File: config.mk
export PLATFORM = sky130hd
export DESIGN_NAME = straight_drive_steering_regulator_core
export DESIGN_NICKNAME = d
export VERILOG_FILES = /design/src/rtl/sdsr_pkg.sv /design/src/rtl/straight_drive_steering_regulator_core.sv /design/src/rtl/sdsr_mul.sv
export SDC_FILE = /design/constraint.sdc
export NUM_CORES = 1
export LEC_CHECK = 0
export BUFFER_PORTS_ARGS = -buffer_cell sky130_fd_sc_hd__buf_2
export CORE_MARGIN = 5
export CORE_UTILIZATION = 30
export CTS_BUF_LIST = sky130_fd_sc_hd__clkbuf_2 sky130_fd_sc_hd__clkbuf_4 sky130_fd_sc_hd__clkbuf_8
export CTS_CLUSTER_SIZE = 20
export DETAILED_ROUTE_END_ITERATION = 7
export GPL_TIMING_DRIVEN = 0
export PLACE_DENSITY = 0.57
export SLEW_MARGIN = 40
export SYNTH_ARGS = -nofsm -noshare
export SYNTH_HDL_FRONTEND = slang
export SYNTH_SLANG_ARGS = --single-unit
File: constraint.sdc
create_clock -name clock -period 7.5 [get_ports clock]
set_input_delay 1.5 -clock clock [delete_from_list [all_inputs] [get_ports clock]]
set_output_delay 1.5 -clock clock [all_outputs]
set_load 0.01 [all_outputs]
File: src/rtl/sdsr_pkg.sv
// ----------------------------------------------------------------------------
// Straight drive steering regulator package
// Shared word types and configuration register indexes.
// ----------------------------------------------------------------------------
package sdsr_pkg;

   localparam int WORD_WIDTH = 16;

   typedef logic signed [WORD_WIDTH-1:0] word_type;
   typedef logic [WORD_WIDTH-1:0]        csr_data_type;
   typedef logic [2:0]                   csr_index_type;

   localparam csr_index_type CSR_GAIN_LATERAL     = 3'd0;
   localparam csr_index_type CSR_GAIN_HEADING     = 3'd1;
   localparam csr_index_type CSR_DRIVE_REVERSE    = 3'd2;
   localparam csr_index_type CSR_HEADING_QUADRANT = 3'd3;
   localparam csr_index_type CSR_CHANNEL_A_TRIM   = 3'd4;

   localparam logic [1:0] QUAD_UP    = 2'd0;
   localparam logic [1:0] QUAD_RIGHT = 2'd1;
   localparam logic [1:0] QUAD_DOWN  = 2'd2;
   localparam logic [1:0] QUAD_LEFT  = 2'd3;

   localparam logic [7:0] TRIM_RESET = 8'd2;
   localparam logic signed [7:0] FINISH_Y_OFFSET = -8'sd40;

endpackage

File: src/rtl/straight_drive_steering_regulator_core.sv
// ----------------------------------------------------------------------------
// Straight drive steering regulator
// Turns position and heading samples into two wheel duty values.
// ----------------------------------------------------------------------------
// A beat on the req channel is either a start beat, which records the current
// map cell, or a sample beat. Every req beat yields exactly one rsp beat.
// A sample that must be regulated takes two passes through the one shared
// multiplier, first for the lateral gain and then for the heading gain, and a
// last step in S_DONE that clamps the error and forms the duty values. Such a
// sample goes through S_MUL_LAT, S_MUL_HEAD and S_DONE before its result is
// written to the output register. A start beat or a finished sample skips the
// multiplier and goes straight to S_DONE.
// The block takes one beat at a time: req_ready is high only while the
// sequencer is idle, so a regulated sample holds it busy until S_DONE is left.
// The result waits in the output register until rsp_ready is high; the next
// beat may already be accepted meanwhile, and its result is held back until
// the register is free.
// Configuration writes on the csr port are taken in any cycle and are
// expected only while the block is idle. Reset clears the sequencer, the
// gains, the mode bits and the recorded start cell, and sets the channel A
// trim to two.
// ----------------------------------------------------------------------------
module straight_drive_steering_regulator_core #(
   parameter int LATERAL_SHIFT       = 4,
   parameter int ANGLE_FRACTION_BITS = 8,
   parameter int MAX_SPEED           = 250
) (
   input  logic                        clock,
   input  logic                        reset,
   input  logic                        req_valid,
   output logic                        req_ready,
   input  logic                        req_operation,
   input  logic signed [7:0]           req_pos_x,
   input  logic signed [7:0]           req_pos_y,
   input  logic signed [7:0]           req_heading_deg,
   input  logic [7:0]                  req_cell_x,
   input  logic [7:0]                  req_cell_y,
   output logic                        rsp_valid,
   input  logic                        rsp_ready,
   output logic [7:0]                  rsp_pwm_a,
   output logic [7:0]                  rsp_pwm_b,
   output logic                        rsp_motor_forward,
   output logic signed [8:0]           rsp_steer_effort,
   output logic                        rsp_finished,
   input  logic                        csr_wr_en,
   input  sdsr_pkg::csr_index_type     csr_index,
   input  sdsr_pkg::csr_data_type      csr_wdata
);
   import sdsr_pkg::*;

   localparam int RAD_SHIFT  = 9 - ANGLE_FRACTION_BITS;
   localparam int HEAD_SHIFT = ANGLE_FRACTION_BITS - 4;
   localparam logic signed [WORD_WIDTH-1:0] MAX_W = WORD_WIDTH'(MAX_SPEED);
   localparam logic signed [WORD_WIDTH-1:0] MIN_W = -WORD_WIDTH'(MAX_SPEED);
   localparam logic signed [9:0] MAX_N = 10'(MAX_SPEED);

   typedef enum logic [1:0] {
      S_IDLE,
      S_MUL_LAT,
      S_MUL_HEAD,
      S_DONE
   } state_type;

   word_type        gain_lat_ff;
   word_type        gain_head_ff;
   logic            reverse_ff;
   logic [1:0]      quad_ff;
   logic [7:0]      trim_ff;
   logic [7:0]      start_col_ff;
   logic [7:0]      start_row_ff;

   state_type       state_ff, state_in;
   logic signed [7:0] rx_ff, rx_in;
   word_type        rad_ff, rad_in;
   word_type        lat_ff, lat_in;
   logic            zero_ff, zero_in;
   logic            fin_ff, fin_in;
   logic            rsp_valid_ff, rsp_valid_in;
   logic [7:0]      pwm_a_ff, pwm_a_in;
   logic [7:0]      pwm_b_ff, pwm_b_in;
   logic            fwd_ff, fwd_in;
   logic signed [8:0] effort_ff, effort_in;
   logic            finished_ff, finished_in;

   logic              accept;
   logic signed [7:0] rot_x, rot_y;
   logic              cell_moved;
   word_type          deg_w, deg9;
   logic              mul_en;
   word_type          mul_a, mul_b, product;
   word_type          head_term, diff;
   logic signed [9:0] err, left_spd, right_spd, chan_a, chan_b, chan_a_trim;
   logic              out_free;

   assign accept    = req_valid && req_ready;
   assign req_ready = (state_ff == S_IDLE);
   assign out_free  = !rsp_valid_ff || rsp_ready;

   always_comb begin
      case (quad_ff)
         QUAD_UP: begin
            rot_x = req_pos_x;
            rot_y = req_pos_y;
         end
         QUAD_RIGHT: begin
            rot_x = -req_pos_y;
            rot_y = req_pos_x;
         end
         QUAD_DOWN: begin
            rot_x = -req_pos_x;
            rot_y = -req_pos_y;
         end
         default: begin
            rot_x = req_pos_y;
            rot_y = -req_pos_x;
         end
      endcase
   end

   assign cell_moved = (req_cell_x != start_col_ff) || (req_cell_y != start_row_ff);
   assign deg_w      = WORD_WIDTH'(req_heading_deg);
   assign deg9       = (deg_w <<< 3) + deg_w;

   assign mul_en = (state_ff == S_MUL_LAT) || (state_ff == S_MUL_HEAD);
   assign mul_a  = (state_ff == S_MUL_LAT) ? gain_lat_ff : gain_head_ff;
   assign mul_b  = (state_ff == S_MUL_LAT) ? WORD_WIDTH'(rx_ff) : rad_ff;

   sdsr_mul u_mul (
      .clock     (clock),
      .enable    (mul_en),
      .operand_a (mul_a),
      .operand_b (mul_b),
      .product   (product)
   );

   always_comb begin
      head_term = product >>> HEAD_SHIFT;
      diff      = lat_ff - head_term;
      if (diff > MAX_W) begin
         err = MAX_N;
      end else if (diff < MIN_W) begin
         err = -MAX_N;
      end else begin
         err = diff[9:0];
      end
      if (err > 10'sd0) begin
         right_spd = MAX_N;
         left_spd  = MAX_N - err;
      end else begin
         left_spd  = MAX_N;
         right_spd = MAX_N + err;
      end
      chan_a = reverse_ff ? left_spd : right_spd;
      chan_b = reverse_ff ? right_spd : left_spd;
      if (chan_a < $signed({2'b00, trim_ff})) begin
         chan_a_trim = 10'sd0;
      end else begin
         chan_a_trim = chan_a - $signed({2'b00, trim_ff});
      end
   end

   always_comb begin
      state_in     = state_ff;
      rx_in        = rx_ff;
      rad_in       = rad_ff;
      lat_in       = lat_ff;
      zero_in      = zero_ff;
      fin_in       = fin_ff;
      rsp_valid_in = rsp_valid_ff && !rsp_ready;
      pwm_a_in     = pwm_a_ff;
      pwm_b_in     = pwm_b_ff;
      fwd_in       = fwd_ff;
      effort_in    = effort_ff;
      finished_in  = finished_ff;
      case (state_ff)
         S_IDLE: begin
            if (accept) begin
               rx_in   = rot_x;
               rad_in  = deg9 >>> RAD_SHIFT;
               fin_in  = req_operation && cell_moved && (rot_y > FINISH_Y_OFFSET);
               zero_in = !req_operation ||
                         (cell_moved && (rot_y > FINISH_Y_OFFSET));
               if (!req_operation || (cell_moved && (rot_y > FINISH_Y_OFFSET))) begin
                  state_in = S_DONE;
               end else begin
                  state_in = S_MUL_LAT;
               end
            end
         end
         S_MUL_LAT: begin
            state_in = S_MUL_HEAD;
         end
         S_MUL_HEAD: begin
            lat_in   = product >>> LATERAL_SHIFT;
            state_in = S_DONE;
         end
         S_DONE: begin
            if (out_free) begin
               rsp_valid_in = 1'b1;
               fwd_in       = !reverse_ff;
               finished_in  = fin_ff;
               if (zero_ff) begin
                  pwm_a_in  = 8'd0;
                  pwm_b_in  = 8'd0;
                  effort_in = 9'sd0;
               end else begin
                  pwm_a_in  = chan_a_trim[7:0];
                  pwm_b_in  = chan_b[7:0];
                  effort_in = err[8:0];
               end
               state_in = S_IDLE;
            end
         end
         default: begin
            state_in = S_IDLE;
         end
      endcase
   end

   always_ff @(posedge clock) begin
      if (reset) begin
         state_ff     <= S_IDLE;
         rsp_valid_ff <= 1'b0;
      end else begin
         state_ff     <= state_in;
         rsp_valid_ff <= rsp_valid_in;
      end
      rx_ff       <= rx_in;
      rad_ff      <= rad_in;
      lat_ff      <= lat_in;
      zero_ff     <= zero_in;
      fin_ff      <= fin_in;
      pwm_a_ff    <= pwm_a_in;
      pwm_b_ff    <= pwm_b_in;
      fwd_ff      <= fwd_in;
      effort_ff   <= effort_in;
      finished_ff <= finished_in;
   end

   always_ff @(posedge clock) begin
      if (reset) begin
         start_col_ff <= 8'd0;
         start_row_ff <= 8'd0;
      end else if (accept && !req_operation) begin
         start_col_ff <= req_cell_x;
         start_row_ff <= req_cell_y;
      end
   end

   always_ff @(posedge clock) begin
      if (reset) begin
         gain_lat_ff  <= '0;
         gain_head_ff <= '0;
         reverse_ff   <= 1'b0;
         quad_ff      <= QUAD_UP;
         trim_ff      <= TRIM_RESET;
      end else if (csr_wr_en) begin
         case (csr_index)
            CSR_GAIN_LATERAL:     gain_lat_ff  <= csr_wdata;
            CSR_GAIN_HEADING:     gain_head_ff <= csr_wdata;
            CSR_DRIVE_REVERSE:    reverse_ff   <= csr_wdata[0];
            CSR_HEADING_QUADRANT: quad_ff      <= csr_wdata[1:0];
            CSR_CHANNEL_A_TRIM:   trim_ff      <= csr_wdata[7:0];
            default: begin
            end
         endcase
      end
   end

   assign rsp_valid         = rsp_valid_ff;
   assign rsp_pwm_a         = pwm_a_ff;
   assign rsp_pwm_b         = pwm_b_ff;
   assign rsp_motor_forward = fwd_ff;
   assign rsp_steer_effort  = effort_ff;
   assign rsp_finished      = finished_ff;

   a_finish_zero: assert property (@(posedge clock) disable iff (reset)
      rsp_valid && rsp_finished |->
         rsp_pwm_a == 8'd0 && rsp_pwm_b == 8'd0 && rsp_steer_effort == 9'sd0)
      else $error("finished result carries nonzero speeds");

   a_effort_range: assert property (@(posedge clock) disable iff (reset)
      rsp_valid |-> rsp_steer_effort <= 9'(MAX_SPEED) &&
                    rsp_steer_effort >= -9'(MAX_SPEED))
      else $error("steering effort outside the clamp range");

   a_busy_after_accept: assert property (@(posedge clock) disable iff (reset)
      req_valid && req_ready |=> !req_ready)
      else $error("second beat taken while a beat is in work");

   a_result_holds: assert property (@(posedge clock) disable iff (reset)
      rsp_valid && !rsp_ready |=> rsp_valid && $stable(rsp_pwm_a) &&
                                  $stable(rsp_pwm_b) && $stable(rsp_steer_effort))
      else $error("waiting result changed");

endmodule

File: src/rtl/sdsr_mul.sv
// ----------------------------------------------------------------------------
// Shared gain multiplier
// Signed word by word product, wrapped to one word and registered.
// ----------------------------------------------------------------------------
module sdsr_mul (
   input  logic               clock,
   input  logic               enable,
   input  sdsr_pkg::word_type operand_a,
   input  sdsr_pkg::word_type operand_b,
   output sdsr_pkg::word_type product
);
   import sdsr_pkg::*;

   logic signed [2*WORD_WIDTH-1:0] full_product;
   word_type                       product_ff;

   assign full_product = operand_a * operand_b;
   assign product      = product_ff;

   always_ff @(posedge clock) begin
      if (enable) begin
         product_ff <= full_product[WORD_WIDTH-1:0];
      end
   end

endmodule

# Word level (Yosys, flattened, before mapping)
# Index checks and enable logic that the tools add are counted.
# totals
regBits	138
word_cells	88
in_bits	65
# op_classes
multipliers	1
mux	16
add_sub_neg	7
n_eq_ne	13
n_reduce_logical	26
magnitude_cmp	5
# op_table
operator	count
$mux 10	5
$pmux 8 s3	2
$mux 16	2
$mul 16x16->16	1
$ne 8x8->1	2
$neg 8->8	2
$reduce_and 2->1	8
$gt 13x9->1 const B	1
$lt 13x9->1 const B	1
$sub 12x12->13	1
$add 11x8->12	1
$add 9x10->10 const A	1
$gt 10x1->1 const B	1
$lt 10x9->1	1
$sub 9x10->10 const A	1
$gt 8x7->1 const B	1
$mux 8	1
$pmux 2 s4	1
$sub 8x8->8	1
$eq 2x2->1 const B	3
$eq 3x2->1 const B	2
$logic_and 1x1->1	6
$mux 2	3
$eq 2x1->1 const B	2
10 further kinds	18

# Logic depth before layout (Yosys ltp)
# depth
depth_word	9
mapped_depth	31

# By module
# Synthesis repeated with hierarchy kept, for this count alone.
# unflattened
cells_unflattened	1372
area_unflattened_um2	12360.6
# modules_own_cells
mod	cells_per_inst	area_per_inst_um2	seq_area_each_um2	instances
straight_drive_steering_regulator_core	863	7734.9	3042.9	1
sdsr_mul	509	4625.7	480.5	1

# Worst setup path after synthesis
# OpenSTA, ideal clock, no wires.
# synth_timing
kind	register to register
start	reg state_ff[1]
end	reg u_mul.product_ff[14] (netlist: u_mul.product[14]) (data pin)
t_required_ns	7.242
setup_ns	0.258
arrival_time_ns	6.441
path_stages_with_launch	24
path_slack_ns	0.801
cell_sequence	dfxtp_1 inv_1 ha_1 buf_2 buf_1 buf_1 mux2i_1 clkbuf_1 nor2_1 fa_1 inv_1 fa_1 inv_1 fa_1 fa_1 fa_1 inv_1 fa_1 inv_1 ha_1 o41ai_1 o21bai_1 a21oi_1 xnor2_1
# synth_between
elab_chain_len	3
word_cells_on_any_way	4
# synth_rtl
element	line_no	rtl
start: declaration	straight_drive_steering_regulator_core.sv:72	state_type state_ff, state_in;
start signal: assignment	straight_drive_steering_regulator_core.sv:225	state_ff <= state_in;
$eq 2x1->1 (*)	straight_drive_steering_regulator_core.sv:125, straight_drive_steering_regulator_core.sv:126	
$mux 16 (on tied branches)	straight_drive_steering_regulator_core.sv:125, straight_drive_steering_regulator_core.sv:126	
$mul 16x16->16 (*)	sdsr_mul.sv:17	assign full_product = operand_a * operand_b;
via u_mul.full_product[14]	sdsr_mul.sv:14	logic signed [2*WORD_WIDTH-1:0] full_product;
end signal: assignment	sdsr_mul.sv:22	product_ff <= full_product[WORD_WIDTH-1:0];
end: declaration	sdsr_mul.sv:15	word_type product_ff;
# Mark *: on every way through the listed nets, which the timed path passes. The rest lies on a longest branch.
# A chain may end at the register's enable or synchronous reset.

# Final worst setup path
# Ends and elaborated chain as after synthesis.

==> flow_summary.yaml <==
outcome:
  outcome: "complete, no violations"
run:
  maxCapViolCount: 0
synthesis:
  synth_top_cells_by_area: "edfxtp_1 19%, fa_1 14%, dfxtp_1 11%"
  ys_seq_area_frac: 0.292
  syn-cell-area_um2: 11700
  ys_ff_latch: 134
  syn_nets: 1532
  syn_inst: 1290
  synth_top_cell_area_share: 0.185
  ys.flop_type: "edfxtp_1"
  async_reset_ff_frac: 0
  synth_top_cell_by_area: "edfxtp_1"
  syn_area_per_cell_um2: 9.05
  synth-edff-count: 72
  synth.distinct_cells: 73
  ys_warn_count: 0
clocking:
  clkTransAtPathRegs_ns: 0.08
  postCtsSetupBuffers: 0
  numCtsBuffers: 17
  clockBufferDepth: 2
  clk-insertion-delay-late_ns: 0.46
  cts_htree_levels: 4
  cts_tree: "yes"
  root_buffer: "clkbuf_8"
  cts.sink_count: 134
floorplanning:
  rows: 72
  die_x_um: 207
  die-area_um2: 43000
  initial_core_util: 0.303
  coreArea_um2: 38600
  fp.dieH_um: 207
  boundaryPins: 94
routing:
  first_pass_iters: 5
  vias_per_cell: 4.76
  num_vias: 9196
  detail-route-antenna-nets: 0
  drt-initial-drc-count: 463
  wl_per_cell_um: 14.9
  routed_wl_um: 28800
  drc_errors: 0
pwr:
  pwr-share-comb: 0.635
  p_seq_frac: 0.225
  internal_power_mw: 2.43
  switching_share: 0.470
  power.switching_mw: 2.15
  p_leak_nw: 5.66
  power.total_mw: 4.58
  clkPwrFrac: 0.140
  ir_drop_v: 0.000238
  powerDensity_nw_per_um2: 346
global_route:
  grt_first_pass_wirelength_um: 47900
  grt_pass1_vias: 9283
  grt_max_degree: 24
  overflow: 0
  antenna_found_initial: 1
  grt_usage: 0.135
critical_path:
  critPathArrivalTime_ns: 7.37
  path_cells: "inv_1 > ha_1 > buf_2 > clkbuf_2 > mux2i_1 > clkbuf_1 > nor2_1 > fa_1 > inv_1 > fa_1 > inv_1 > fa_1 > fa_1 > fa_1 > inv_1 > fa_1 > inv_1 > ha_1 > o41ai_1 > o21bai_1 > a21oi_1 > xnor2_1"
  r2r_cells: 22
  startpoint_type: "flip-flop"
  critPathCaptureType: "flip-flop"
  crit_type: "flip-flop to flip-flop"
  crit_required_ns: 7.72
  path_max_fanout: 18
  critPathSlowestCell: "o41ai_1"
  critical_path.max_stage_delay_ns: 0.57
  cp_common_cell: "fa_1"
sta:
  rsz0062_at_grt: "false"
  skew_ns: 0.0155
  final.setup.worst_slack_ns: 0.349
  period_needed_ns: 7.15
  tns_ns: 0
  hold_viol_final: 0
  whs_ns: 0.429
  max_freq_mhz: 140
  worst_pin_slew_ns: 0.854
  fin_crit_sh: 0.953
  slew_headroom: 0.414
  setup_viol: 0
  drv_slew: 0
cells_and_area:
  n_fill_cell: 4062
  layout_commonest_cell: "nand2_1"
  layout_common_cells: "155 x nand2_1, 153 x inv_1, 141 x nor2_1"
  fin_cells: 1930
  nets: 1640
  areaGrowthSynthToFinish_pct: 13.5
  drive_gt1_frac: 0.135
worst_hold_path:
  min_delay_path_depth: 0
  hold_class: "flip-flop to flip-flop"
placement:
  place_hpwl_um: 23900
  place.gp.congestion: 0.900
  place_ws_ns: -0.350
  port_buffers: 89
  post-place-cells: 1898
-- cells by family (layout without fill, tap and decap cells) --
family                     after synthesis  after routing  synth area share
DFF                                    134            134             0.292
AOI/OAI and AO/OA                      225            225             0.131
other                                    0              1                 0
adders and majority gates              177            177             0.242
xor gates and xnor gates                91             91            0.0689
muxes                                   51             51            0.0456
and+or+nand+nor                        409            409             0.155
buffers and inverters                  203            324            0.0663
-- worst max-delay path, delay by kind of cell (launching register included) --
| family | cells | cell delay, ns |
|---|---|---|
| fa+ha+maj | 8 | 3.49 |
| buf+inv | 8 | 1.65 |
| compound gates | 3 | 0.88 |
| flops | 1 | 0.35 |
| mux | 1 | 0.32 |
| simple gates | 1 | 0.12 |
| xor+xnor | 1 | 0.08 |
-- layout make-up --
type | count | area, µm² | area share
inverter | 153 | 574 | 0.0433
multi-input combinational | 953 | 7540 | 0.569
buffer | 49 | 199 | 0.0150
sequential | 134 | 3400 | 0.257
tap | 518 | 648 | 0.0489
antenna | 1 | 2.50 | 0.000189
clock inverter | 12 | 150 | 0.0113
timing repair buffer | 90 | 473 | 0.0357
clock buffer | 20 | 263 | 0.0198
-- routing by layer --
layer,global-route usage,part of all wire,up-vias
met5,0,0.00069,-
met4,0.0324,0.015,2
met3,0.0252,0.040,34
met2,0.229,0.48,199
met1,0.178,0.46,4412
li1,-,-,4549
-- Yosys cell counts (all sizes together), types with 23 or more instances --
cell,instances
mux2i,43
inv,153
edfxtp,72
fa,82
a21oi,82
nand2,155
nor2,142
xnor2,57
clkbuf,37
or2,23
ha,95
dfxtp,62
xor2,34
o21ai,32
-- power by group through the flow --
stage / sequential [mW] / combinational [mW] / clock (mW)
2_1_floorplan: 1.04 / 2.19 / 0
3_3_place_gp: 1.05 / 2.85 / 0
3_5_place_dp: 1.05 / 2.87 / 0
4_1_cts: 1.03 / 2.88 / 0.660
5_1_grt: 1.04 / 3.21 / 0.691
6_report: 1.03 / 2.91 / 0.644
-- through the flow --
step                cell area, µm²   util
floorplan                    11700      -
global placement             12800  0.331
detailed placement           12800  0.333
CTS                          13200  0.343
global route                 13300  0.344
finish                       13300  0.344
-- registers in the layout, summed over array words and instances (netlist names), 8 cells and up --
name,cells
gain_head_ff,16
u_mul.product,12
gain_lat_ff,16
rad_ff,11
rsp_steer_effort,9
rx_ff,8
start_row_ff,8
rsp_pwm_b,8
trim_ff,8
rsp_pwm_a,8
lat_ff,12
start_col_ff,8
-- what timing repair did --
action                     in CTS  in global routing
hold buffers                    0                  0
setup endpoints to repair       4                 10
cloned                          0                  0
resized for setup               0                  5
hold endpoints to repair        0                  0
-- worst paths after layout --
| check | end | startpoint | slack, ns |
|---|---|---|---|
| worst max-delay path | u_mul.product[14] | state_ff[1] | 0.35 |
| worst min-delay path | rsp_finished | fin_ff | 0.43 |
| worst max register to register | u_mul.product[14] | state_ff[1] | 0.35 |
| worst min register to register | rsp_finished | fin_ff | 0.43 |
No activity file was read; power rests on OpenSTA's default activity.
